File: src/rtl/u8d_pkg.sv
// Shared widths, constants and the lead-byte decode function for the UTF-8 stream decoder.
// No dependencies; used by the channel interfaces and the top level.
package u8d_pkg;

    localparam int unsigned BYTE_W   = 8;
    localparam int unsigned CODE_W   = 32;
    localparam int unsigned LEN_W    = 4;
    localparam int unsigned LEFT_W   = 3;
    localparam int unsigned LOW6_W   = 6;

    localparam logic [BYTE_W-1:0] LOW6_MASK = 8'h3f;

    // Count leading one bits of a byte, 0 to 8.
    function automatic logic [LEN_W-1:0] count_leading_ones(input logic [BYTE_W-1:0] b);
        logic [LEN_W-1:0] n;
        logic             run;
        n   = '0;
        run = 1'b1;
        for (int i = BYTE_W - 1; i >= 0; i--)
        begin
            run = run & b[i];
            n   = n + LEN_W'(run);
        end
        return n;
    endfunction

endpackage

File: src/rtl/u8d_byte_if.sv
// Byte channel: valid/ready handshake carrying one raw byte and its final flag.
// Depends on u8d_pkg.
interface u8d_byte_if;
    import u8d_pkg::*;

    logic              valid;
    logic              ready;
    logic [BYTE_W-1:0] data_byte;
    logic              final_byte;

    modport source (output valid, output data_byte, output final_byte, input ready);
    modport sink   (input valid, input data_byte, input final_byte, output ready);
endinterface

File: src/rtl/u8d_code_if.sv
// Code point channel: valid/ready handshake carrying one decoded sequence.
// Depends on u8d_pkg.
interface u8d_code_if;
    import u8d_pkg::*;

    logic              valid;
    logic              ready;
    logic [CODE_W-1:0] code_point;
    logic [LEN_W-1:0]  seq_length;
    logic              truncated;

    modport source (output valid, output code_point, output seq_length, output truncated,
                    input ready);
    modport sink   (input valid, input code_point, input seq_length, input truncated,
                    output ready);
endinterface

File: src/rtl/utf8_stream_decoder.sv
// Top level of the UTF-8 stream decoder: sequence state and the result register.
// Depends on u8d_pkg, u8d_byte_if and u8d_code_if.
//
// The decoder takes one byte per cycle and emits one code point per completed
// sequence, or a truncated result when the final flag falls inside a sequence.
// Each byte is decoded by a leading-ones count, a 6-bit shift and a mask into
// the accumulator in the same cycle it is transferred; the result is then
// registered into the output register. That register holds a finished result
// while the next byte is transferred, so the input stalls only when a result
// waits and the downstream side does not take it. Sustained rate: one byte
// per cycle. No reset sweep: the block is ready right after reset.
module utf8_stream_decoder (
    input  logic       clk,
    input  logic       rst_n,
    u8d_byte_if.sink   stream,
    u8d_code_if.source codes
);
    import u8d_pkg::*;

    logic [LEFT_W-1:0] bytes_left_reg,  bytes_left_next;
    logic [LEN_W-1:0]  seq_total_reg,   seq_total_next;
    logic [CODE_W-1:0] accumulator_reg, accumulator_next;

    logic              out_valid_reg,   out_valid_next;
    logic [CODE_W-1:0] code_point_reg,  code_point_next;
    logic [LEN_W-1:0]  seq_length_reg,  seq_length_next;
    logic              truncated_reg,   truncated_next;

    logic              in_xfer;
    logic              emit;
    logic [LEN_W-1:0]  lead_ones;
    logic [CODE_W-1:0] acc_shifted;
    logic [LEFT_W-1:0] left_dec;

    assign stream.ready = !out_valid_reg || codes.ready;
    assign in_xfer      = stream.valid && stream.ready;

    assign lead_ones   = count_leading_ones(stream.data_byte);
    assign acc_shifted = {accumulator_reg[CODE_W-LOW6_W-1:0], stream.data_byte[LOW6_W-1:0]};
    assign left_dec    = bytes_left_reg - LEFT_W'(1);

    always_comb
    begin
        bytes_left_next  = bytes_left_reg;
        seq_total_next   = seq_total_reg;
        accumulator_next = accumulator_reg;
        emit             = 1'b0;
        code_point_next  = code_point_reg;
        seq_length_next  = seq_length_reg;
        truncated_next   = truncated_reg;

        if (in_xfer)
        begin
            if (bytes_left_reg == '0)
            begin
                if (lead_ones == '0)
                begin
                    emit            = 1'b1;
                    code_point_next = CODE_W'(stream.data_byte);
                    seq_length_next = LEN_W'(1);
                    truncated_next  = 1'b0;
                end
                else if (lead_ones == LEN_W'(1))
                begin
                    emit            = 1'b1;
                    code_point_next = CODE_W'(stream.data_byte & LOW6_MASK);
                    seq_length_next = LEN_W'(1);
                    truncated_next  = 1'b0;
                end
                else
                begin
                    accumulator_next = CODE_W'(stream.data_byte & (8'hff >> lead_ones));
                    seq_total_next   = lead_ones;
                    bytes_left_next  = LEFT_W'(lead_ones - LEN_W'(1));
                    if (stream.final_byte)
                    begin
                        emit            = 1'b1;
                        code_point_next = '0;
                        seq_length_next = LEN_W'(1);
                        truncated_next  = 1'b1;
                    end
                end
            end
            else
            begin
                accumulator_next = acc_shifted;
                bytes_left_next  = left_dec;
                if (left_dec == '0)
                begin
                    emit            = 1'b1;
                    code_point_next = acc_shifted;
                    seq_length_next = seq_total_reg;
                    truncated_next  = 1'b0;
                end
                else if (stream.final_byte)
                begin
                    emit            = 1'b1;
                    code_point_next = '0;
                    seq_length_next = seq_total_reg - LEN_W'(left_dec);
                    truncated_next  = 1'b1;
                end
            end

            // clear sequence state after every result
            if (emit)
            begin
                bytes_left_next  = '0;
                seq_total_next   = '0;
                accumulator_next = '0;
            end
        end

        if (emit)
            out_valid_next = 1'b1;
        else if (codes.ready)
            out_valid_next = 1'b0;
        else
            out_valid_next = out_valid_reg;
    end

    always_ff @(posedge clk or negedge rst_n)
    begin
        if (!rst_n)
        begin
            bytes_left_reg  <= '0;
            seq_total_reg   <= '0;
            accumulator_reg <= '0;
            out_valid_reg   <= 1'b0;
        end
        else
        begin
            bytes_left_reg  <= bytes_left_next;
            seq_total_reg   <= seq_total_next;
            accumulator_reg <= accumulator_next;
            out_valid_reg   <= out_valid_next;
        end
    end

    always_ff @(posedge clk)
    begin
        code_point_reg <= code_point_next;
        seq_length_reg <= seq_length_next;
        truncated_reg  <= truncated_next;
    end

    assign codes.valid      = out_valid_reg;
    assign codes.code_point = code_point_reg;
    assign codes.seq_length = seq_length_reg;
    assign codes.truncated  = truncated_reg;

endmodule

File: src/flat_wrapper.sv
// flat-port wrapper written by rule: the top's interface ports become plain ports
module utf8_stream_decoder_flat import u8d_pkg::*;
  (clk, rst_n, stream_valid, stream_data_byte, stream_final_byte, stream_ready, codes_valid, codes_code_point, codes_seq_length, codes_truncated, codes_ready);
  u8d_byte_if stream_i ();
  u8d_code_if codes_i ();
  input  logic clk;
  input  logic rst_n;
  input wire logic [$bits(stream_i.valid)-1:0] stream_valid;
  input wire logic [$bits(stream_i.data_byte)-1:0] stream_data_byte;
  input wire logic [$bits(stream_i.final_byte)-1:0] stream_final_byte;
  output wire logic [$bits(stream_i.ready)-1:0] stream_ready;
  output wire logic [$bits(codes_i.valid)-1:0] codes_valid;
  output wire logic [$bits(codes_i.code_point)-1:0] codes_code_point;
  output wire logic [$bits(codes_i.seq_length)-1:0] codes_seq_length;
  output wire logic [$bits(codes_i.truncated)-1:0] codes_truncated;
  input wire logic [$bits(codes_i.ready)-1:0] codes_ready;
  assign stream_i.valid = stream_valid;
  assign stream_i.data_byte = stream_data_byte;
  assign stream_i.final_byte = stream_final_byte;
  assign stream_ready = stream_i.ready;
  assign codes_valid = codes_i.valid;
  assign codes_code_point = codes_i.code_point;
  assign codes_seq_length = codes_i.seq_length;
  assign codes_truncated = codes_i.truncated;
  assign codes_i.ready = codes_ready;
  utf8_stream_decoder u_core (.clk(clk), .rst_n(rst_n), .stream(stream_i), .codes(codes_i));
endmodule
File: config.mk
export PLATFORM = sky130hd
export DESIGN_NAME = utf8_stream_decoder_flat
export DESIGN_NICKNAME = d
export VERILOG_FILES = /design/src/rtl/u8d_pkg.sv /design/src/rtl/u8d_byte_if.sv /design/src/rtl/u8d_code_if.sv /design/src/rtl/utf8_stream_decoder.sv /design/src/flat_wrapper.sv
export SDC_FILE = /design/constraint.sdc
export NUM_CORES = 1
export LEC_CHECK = 0
export BUFFER_PORTS_ARGS = -buffer_cell sky130_fd_sc_hd__clkbuf_2
export CAP_MARGIN = 20
export CORE_MARGIN = 2
export CORE_UTILIZATION = 57
export DETAILED_ROUTE_END_ITERATION = 8
export GPL_TIMING_DRIVEN = 0
export PLACE_DENSITY = 0.82
export SLEW_MARGIN = 0
export SYNTH_ARGS = -nofsm -noshare
export SYNTH_HDL_FRONTEND = slang
export SYNTH_SLANG_ARGS = --single-unit
File: constraint.sdc
create_clock -name clk -period 2.6 [get_ports clk]
set_clock_uncertainty 0.15 [all_clocks]
set_input_delay 0.65 -clock clk [delete_from_list [all_inputs] [get_ports clk]]
set_output_delay 0.65 -clock clk [all_outputs]
set_load 0.02 [all_outputs]
==> flow_summary.json, run 1 <==
{
  "crit_path_end_kind": "flop",
  "p_seq_frac": 0.366,
  "slew_viol_final": 0,
  "final_cells": 448,
  "htree_levels": 3,
  "grt_pass1_vias": 2727,
  "slew_headroom": 0.376,
  "syn_inst": 279,
  "p_clk_frac": 0.229,
  "critPathSlowestCell": "fa_1",
  "hp-class": "in2async",
  "cts_root_buf": "clkbuf_8",
  "die_w_um": 81.8,
  "rows": 28,
  "p_int_mw": 2.70,
  "route.detailed.drc": 0,
  "pin_count": 52,
  "worstPathArrival_ns": 4.44,
  "wl_per_cell_um": 20.6,
  "path_delay_family": "adder cells",
  "ys_seq_area_frac": 0.568,
  "holdBufCountCts": 0,
  "first_pass_iters": 4,
  "gp_congestion": 0.839,
  "power_switching_mw": 1.69,
  "cts_buffer_depth": 2,
  "largest_reg_flops": 32,
  "grt_max_degree": 35,
  "dp_cells": 406,
  "fin_crit_sh": 1.73,
  "grt_usage": 0.291,
  "clkTransAtPathRegs_ns": 0.08,
  "grt_setup_unrepaired": "true",
  "multi_input_area_um2": 1570,
  "power.total_mw": 4.39,
  "vias": 2841,
  "max_slew.worst_pin.slew_ns": 0.926,
  "avgViaCountPerCell": 6.34,
  "fin_crit_ns": 4.50,
  "finalWorstSetupSlack_ns": -1.90,
  "crit_top_cell": "and3_4",
  "critical_path_required_ns": 2.54,
  "synthDistinctLibCells": 44,
  "r2r_end": "u_core.codes.code_point[17]$_DFFE_PP_",
  "ant_nets": 0,
  "syn_to_final_growth_pct": 31.0,
  "path_cells": "buf_8 > and3_4 > and3_4 > and3_4 > and2_4 > fa_1 > fa_1 > fa_2 > fa_2 > buf_6 > xnor2_4 > inv_4 > a2111oi_4 > nor3_4 > buf_12 > buf_6 > a22o_1",
  "rrSetupSlack_ns": 0.02,
  "netlist_area_um2": 3450,
  "place_ws_ns": -2.55,
  "layout_commonest_cell": "clkbuf_2",
  "antennaDiodeCount": 0,
  "drt_first_iter_violations": 201,
  "path_class": "in2reg",
  "cellLeakagePower_nw": 1.98,
  "drive_gt1_frac": 0.357,
  "postSynth.asyncResetShare": 0.479,
  "synth_edf_count": 37,
  "ys_ff_latch": 71,
  "path_buf_inv": 5,
  "yosys_warnings": 0,
  "yosysTopAreaCellShare": 0.322,
  "synth_fp_nets": 310,
  "antenna_found_initial": 0,
  "r2r_cells": 9,
  "start_util": 0.587,
  "hpwl_um": 5720,
  "synth_flop_cell": "edfxtp_1",
  "wl_um": 9210,
  "portBuffers": 51,
  "yosys.area.top_type": "edfxtp_1",
  "peakVddDrop_uv": 452,
  "fin_util": 0.768,
  "final_cell_mix": "48 x clkbuf_2, 46 x a22o_1, 37 x edfxtp_1",
  "cts_sinks": 71,
  "avgSynthCellArea_um2": 12.4,
  "nets": 399,
  "core_um2": 5890,
  "grt_pass1_wl_um": 14300,
  "cts_tree": "built",
  "fmax_mhz": 222,
  "fp.dieArea_um2": 6700,
  "combPwrFrac": 0.405,
  "power_density_nw_per_um2": 970,
  "critPathMaxFanout": 8,
  "swShare": 0.385,
  "regToRegStartpoint": "u_core.bytes_left_reg[0]$_DFFE_PN0P_",
  "synthTopCellsByArea": "edfxtp_1 32%, dfrtp_1 25%, a22o_1 12%",
  "layout.area.seq_um2": 1960,
  "violations": "setup timing",
  "cap_violations": 0,
  "clk_latency_ns": 0.35,
  "hold_viol_final": 0,
  "die_h_um": 81.8,
  "cts_buffers": 9,
  "setup_violations": 53,
  "grt_overflow": 0,
  "cp-start-kind": "input port",
  "critPathMaxStageDelay_ns": 0.46,
  "fillers": 365,
  "run_status": "finished with violations"
}
## worst register-to-register path, cell delays in order, from the launching register on
cell and delay, ns:
dfrtp_1 0.41, inv_1 0.15, ha_1 0.29, nand2b_1 0.08
clkbuf_1 0.25, a2111oi_4 0.42, nor3_4 0.10, buf_12 0.16
buf_6 0.13, a22o_1 0.20
## synthesized netlist by cell type (3+ instances only)
cell,number
and2_1,6
nand2b_1,3
a22o_1,46
inv_1,11
nand3_1,4
o31ai_1,7
a21oi_1,7
and3_1,3
a211oi_1,3
nor2b_1,3
nand2_1,28
o21ai_0,19
ha_1,13
dfrtp_1,34
clkbuf_1,9
edfxtp_1,37
nor2_1,7
fa_1,5
## power by group through the flow
stage | logic (mW) | registers, mW | clock network [mW]
5_1_grt | 1.92 | 1.63 | 1.06
4_1_cts | 1.68 | 1.60 | 1.01
2_1_floorplan | 0.919 | 1.75 | 0
3_5_place_dp | 1.49 | 1.62 | 0
6_report | 1.78 | 1.60 | 1.01
3_3_place_gp | 1.43 | 1.62 | 0
## stage by stage
step | setup TNS (ns) | instance area, um^2 | hold WS [ns]
CTS | -91.97 | 4470 | 0.273
floorplan | -103.11 | 3530 | 0.204
detailed placement | -126.42 | 3910 | 0.343
global placement | -139.63 | 3880 | 0.340
global route | -98.62 | 4520 | 0.298
finish | -94.26 | 4520 | 0.253
## per-layer routing
| layer | part of all wire | global-route usage |
|---|---|---|
| met1 | 0.40 | 0.377 |
| met2 | 0.49 | 0.476 |
| met3 | 0.087 | 0.0769 |
| met4 | 0.024 | 0.102 |
| met5 | 0 | 0 |
## cell families (layout without fill, tap and decap cells)
logic type                 Yosys count  count (layout)  synth area share
AOI/OAI and AO/OA                   98              98             0.219
xor gates and xnor gates             3               3           0.00978
adders and majority gates           18              18            0.0761
buffers and inverters               26             120            0.0337
DFF                                 71              71             0.568
and+or+nand+nor                     63              63            0.0931
## area by class of cell
class	instances	share of cell area
Inverter	14	0.0127
Clock inverter	7	0.0232
Buffer	12	0.0141
Tap cell	75	0.0207
Sequential cell	71	0.434
Timing Repair Buffer	78	0.121
Clock buffer	9	0.0274
Multi-Input combinational cell	182	0.347
## worst max path at each step
stage | startpoint | slack (ns) | cells after the start | end
after global routing | stream_data_byte[7] | -1.97 | 17 | u_core.codes.code_point[17]$_DFFE_PP_
after CTS | stream_data_byte[6] | -1.87 | 16 | u_core.codes.code_point[30]$_DFFE_PP_
after floorplan | stream_data_byte[7] | -2.09 | 14 | u_core.codes.code_point[23]$_DFFE_PP_
after detailed placement | stream_data_byte[7] | -2.55 | 16 | u_core.codes.seq_length[0]$_SDFFCE_PP1P_
final | stream_data_byte[5] | -1.90 | 17 | u_core.codes.code_point[17]$_DFFE_PP_
after global placement | stream_data_byte[7] | -2.51 | 16 | u_core.codes.seq_length[0]$_SDFFCE_PP1P_
## what timing repair did
action / CTS / global route
cloned: 2 / 0
pin swaps: 32 / 6
setup endpoints to repair: 53 / 55
buffers inserted: 22 / 2
gates resized for setup: 36 / 8
Note: power is estimated with default switching activity, not from simulation.
==> run 2, diff against run 1 <==
Settings changed: CORE_UTILIZATION 57 to 59, CTS_BUF_LIST set to sky130_fd_sc_hd__clkbuf_4, PLACE_DENSITY 0.82 to 0.84.
==> flow_summary.json, run 2 (synthesis gave the netlist of run 1 again) <==
{
  "antennaDiodeCount": 0,
  "pin_count": 52,
  "wl_per_cell_um": 20.5,
  "rows": 27,
  "dp_cells": 403,
  "htree_levels": 3,
  "die_w_um": 80.5,
  "power_density_nw_per_um2": 940,
  "slew_viol_final": 0,
  "fmax_mhz": 224,
  "fp.dieArea_um2": 6480,
  "fin_crit_sh": 1.72,
  "cts_sinks": 71,
  "path_class": "in2reg",
  "holdBufCountCts": 0,
  "portBuffers": 51,
  "grt_max_degree": 35,
  "max_slew.worst_pin.slew_ns": 1.02,
  "clk_latency_ns": 0.43,
  "start_util": 0.620,
  "grt_use_met1": 0.405,
  "drt_first_iter_violations": 334,
  "p_clk_frac": 0.169,
  "p_int_mw": 2.49,
  "hp-class": "in2async",
  "cts_buffer_depth": 2,
  "critical_path_required_ns": 2.57,
  "vias": 2889,
  "hold_viol_final": 0,
  "critPathMaxFanout": 5,
  "swShare": 0.408,
  "largest_reg_flops": 32,
  "route.detailed.drc": 0,
  "grt_pass1_wl_um": 14000,
  "grt_pass1_vias": 2720,
  "final_cell_mix": "48 x clkbuf_2, 46 x a22o_1, 37 x edfxtp_1",
  "grt_usage": 0.295,
  "drive_gt1_frac": 0.378,
  "combPwrFrac": 0.449,
  "hpwl_um": 5680,
  "grt_overflow": 0,
  "avgViaCountPerCell": 6.42,
  "grt_setup_unrepaired": "true",
  "die_h_um": 80.5,
  "first_pass_iters": 7,
  "place_ws_ns": -2.59,
  "wl_um": 9240,
  "cellLeakagePower_nw": 1.96,
  "antenna_found_initial": 0,
  "cts_buffers": 9,
  "clkTransAtPathRegs_ns": 0.13,
  "gp_congestion": 0.859,
  "syn_to_final_growth_pct": 29.4,
  "layout_commonest_cell": "clkbuf_2",
  "grt_use_met3": 0.0517,
  "cp-start-kind": "input port",
  "peakVddDrop_uv": 554,
  "setup_violations": 53,
  "worstPathArrival_ns": 4.44,
  "met2_usage": 0.470,
  "finalWorstSetupSlack_ns": -1.87,
  "rrSetupSlack_ns": -0.09,
  "cts_root_buf": "clkbuf_4",
  "core_um2": 5570,
  "nets": 404,
  "power_switching_mw": 1.71,
  "slew_headroom": 0.310,
  "power.total_mw": 4.20,
  "p_seq_frac": 0.382,
  "run_status": "finished with violations",
  "final_cells": 450,
  "cap_violations": 0,
  "ant_nets": 0,
  "fin_crit_ns": 4.47,
  "violations": "setup timing",
  "cts_tree": "built",
  "grt_busiest_layer": "met2",
  "crit_path_end_kind": "flop"
}
[run 2: cell count changes in the layout (fill, tap and decap cells not counted), moves of 4 or more]
| cell | before | now |
|---|---|---|
| clkbuf_8 | 9 | 0 |
| clkbuf_4 | 0 | 9 |
| o21ai_2 | 7 | 11 |
| o21ai_1 | 11 | 5 |
| buf_4 | 19 | 23 |
[run 2: layer usage]
layer | routed length [um] | share of wire | vias to the layer above
met5 | 0 | 0 | -
met4 | 284 | 0.031 | 0
met3 | 777 | 0.084 | 31
met2 | 4550 | 0.49 | 182
met1 | 3630 | 0.39 | 1416
li1 | - | - | 1260
[run 2: power groups by stage]
stage | logic [mW] | registers (mW) | clock network [mW]
floorplan | 0.919 | 1.75 | 0
global placement | 1.43 | 1.62 | 0
detailed placement | 1.48 | 1.62 | 0
CTS | 1.67 | 1.60 | 0.706
global route | 2.02 | 1.63 | 0.757
finish | 1.88 | 1.61 | 0.710
[run 2: through the flow]
step / util / setup TNS, ns / cell area [um^2] / hold slack [ns]
after floorplan: - / -103.11 / 3530 / 0.204
after global placement: 0.696 / -140.34 / 3880 / 0.341
after detailed placement: 0.699 / -131.36 / 3890 / 0.345
after CTS: 0.771 / -88.73 / 4300 / 0.177
after global routing: 0.802 / -96.53 / 4470 / 0.222
final: 0.802 / -92.86 / 4470 / 0.156
[run 2: layout make-up]
class                           count  area, um^2
Sequential cell                    71        1960
Clock buffer                        9        67.6
Buffer                             12        67.6
Timing Repair Buffer               82         552
Clock inverter                      7        71.3
Inverter                           14        55.1
Multi-Input combinational cell    183        1600
Tap cell                           72        90.1
Fill cell                         320        1100
[run 2: repair_timing]
action,CTS,global route
pin swaps,23,8
endpoints found under the setup margin,53,60
gates resized for setup,27,23
setup buffers,19,12
gates cloned,2,0
[run 2: critical path, cell delays in order]
cell and delay [ns]:
buf_8 0.09, and3_4 0.17, and3_4 0.15, and3_4 0.15
and2_4 0.14, fa_1 0.56, fa_1 0.44, fa_2 0.37
fa_2 0.46, inv_4 0.11, ha_4 0.16, nor2_4 0.05
a2111oi_4 0.30, buf_4 0.19, nor3_4 0.05, buf_6 0.14
buf_6 0.13, nor2_4 0.15
[run 2: path summary, 6_finish.rpt]
kind | cells past startpoint | from | to
setup reg to reg | 6 | u_core.bytes_left_reg[0]$_DFFE_PN0P_ | u_core.accumulator_reg[1]$_DFFE_PN0P_
max in group asynchronous | 1 | rst_n | u_core.codes.valid$_DFFE_PN0P_
hold reg to reg | 1 | u_core.seq_total_reg[0]$_DFFE_PN0P_ | u_core.seq_total_reg[0]$_DFFE_PN0P_
hold / removal | 1 | rst_n | u_core.bytes_left_reg[0]$_DFFE_PN0P_
setup / recovery | 18 | stream_data_byte[7] | u_core.codes.seq_length[1]$_SDFFCE_PP0P_
min in group clk | 3 | stream_data_byte[5] | u_core.accumulator_reg[5]$_DFFE_PN0P_
==> run 3, diff against run 2 <==
--- a/constraint.sdc
+++ b/constraint.sdc
@@ -3,3 +3,3 @@
 set_input_delay 0.65 -clock clk [delete_from_list [all_inputs] [get_ports clk]]
 set_output_delay 0.65 -clock clk [all_outputs]
-set_load 0.02 [all_outputs]
+set_load 0.05 [all_outputs]
==> flow_summary.json, run 3 (synthesis gave the netlist of run 1 again) <==
{
  "finalWorstSetupSlack_ns": -1.91,
  "power.total_mw": 4.33,
  "clk_latency_ns": 0.42,
  "core_um2": 5570,
  "place_ws_ns": -2.58,
  "setup_violations": 53,
  "fin_crit_sh": 1.73,
  "cellLeakagePower_nw": 1.92,
  "crit_path_end_kind": "flop",
  "path_delay_family": "adder cells",
  "htree_levels": 3,
  "wl_per_cell_um": 19.3,
  "drt_first_iter_violations": 307,
  "portBuffers": 51,
  "drive_gt1_frac": 0.370,
  "critical_path_required_ns": 2.62,
  "worstPathArrival_ns": 4.53,
  "syn_to_final_growth_pct": 28.0,
  "path_cells": "buf_8 > and3_4 > and3_4 > and3_4 > and2_4 > fa_1 > fa_1 > fa_2 > fa_2 > inv_4 > ha_4 > nor2_4 > a2111oi_4 > buf_4 > nor3_4 > buf_6 > a221o_1",
  "clkTransAtPathRegs_ns": 0.11,
  "grt_max_degree": 41,
  "violations": "setup timing",
  "critPathSlowestCell": "fa_2",
  "cts_buffers": 9,
  "antennaDiodeCount": 0,
  "die_h_um": 80.5,
  "fmax_mhz": 222,
  "largest_reg_flops": 32,
  "hpwl_um": 5620,
  "die_w_um": 80.5,
  "max_slew.worst_pin.slew_ns": 1.07,
  "slew_headroom": 0.280,
  "route.detailed.drc": 0,
  "fin_crit_ns": 4.51,
  "cts_root_buf": "clkbuf_4",
  "antenna_found_initial": 0,
  "grt_pass1_vias": 2661,
  "cts_tree": "built",
  "hold_viol_final": 0,
  "final_cell_mix": "48 x clkbuf_2, 46 x a22o_1, 37 x edfxtp_1",
  "ant_nets": 0,
  "peakVddDrop_uv": 541,
  "critPathMaxStageDelay_ns": 0.52,
  "gp_congestion": 0.837,
  "critPathMaxFanout": 6,
  "grt_setup_unrepaired": "true",
  "first_pass_iters": 4,
  "layout_commonest_cell": "clkbuf_2",
  "path_class": "in2reg",
  "cts_buffer_depth": 2,
  "fp.dieArea_um2": 6480,
  "cap_violations": 0,
  "avgViaCountPerCell": 6.27,
  "grt_overflow": 0,
  "hp-class": "in2async",
  "vias": 2773,
  "grt_usage": 0.283,
  "run_status": "finished with violations",
  "power_density_nw_per_um2": 980,
  "rows": 27,
  "pin_count": 52,
  "slew_viol_final": 0,
  "wl_um": 8520,
  "cp-start-kind": "input port",
  "nets": 396,
  "path_buf_inv": 4,
  "start_util": 0.620,
  "holdBufCountCts": 0,
  "grt_pass1_wl_um": 13500,
  "crit_top_cell": "and3_4",
  "cts_sinks": 71
}
## run 3: layout make-up
cell class	count	area (um^2)
well taps	72	90.1
clock inverters	6	61.3
plain buffers	12	63.8
repair buffers	75	484
inverters	14	58.8
flip-flops and latches	71	1960
clock buffers	10	75.1
multi-input cells	182	1630
fillers	334	1150
## run 3: per-stage QoR
stage / TNS, ns / util / hold slack, ns / instance area, um^2 / instances
2_1_floorplan: -103.12 / - / 0.204 / 3530 / 279
3_3_place_gp: -125.04 / 0.696 / 0.342 / 3880 / 402
3_5_place_dp: -126.96 / 0.696 / 0.350 / 3880 / 402
4_1_cts: -88.83 / 0.763 / 0.198 / 4250 / 435
5_1_grt: -96.15 / 0.793 / 0.232 / 4420 / 442
6_report: -91.38 / 0.793 / 0.174 / 4420 / 442
## run 3: power breakdown
part	internal, mW	switching, mW	total (mW)	leakage [nW]
sequential	1.47	0.138	1.60	0.828
clock	0.301	0.392	0.693	0.0681
combinational	0.658	1.38	2.03	1.03
## run 3: worst paths after layout
kind                                                      startpoint                                     to  cells past startpoint  slack, ns
worst max-delay path                             stream_data_byte[7]   u_core.codes.code_point[7]$_DFFE_PP_                     17      -1.91
worst min-delay path                                           rst_n   u_core.bytes_left_reg[1]$_DFFE_PN0P_                      1       0.17
worst max register to register  u_core.bytes_left_reg[0]$_DFFE_PN0P_   u_core.bytes_left_reg[2]$_DFFE_PN0P_                      6      -0.09
worst min register to register   u_core.seq_total_reg[0]$_DFFE_PN0P_    u_core.seq_total_reg[0]$_DFFE_PN0P_                      1       0.37
max in group asynchronous                                      rst_n  u_core.accumulator_reg[7]$_DFFE_PN0P_                      1       1.59
min in group clk                                 stream_data_byte[3]  u_core.accumulator_reg[3]$_DFFE_PN0P_                      3       0.35
## run 3: metal layers
metal  track usage  part of all wire  up-vias
met4         0.125             0.028        0
met1         0.387              0.44     1383
met5             0                 0        -
met2         0.433              0.48      121
met3        0.0663             0.057       24
li1              -                 -     1245
## run 3: timing repair
item / 4_1_cts / 5_1_grt
setup endpoints to repair: 53 / 61
pin swaps: 23 / 24
gates resized for setup: 18 / 27
setup buffers: 17 / 10
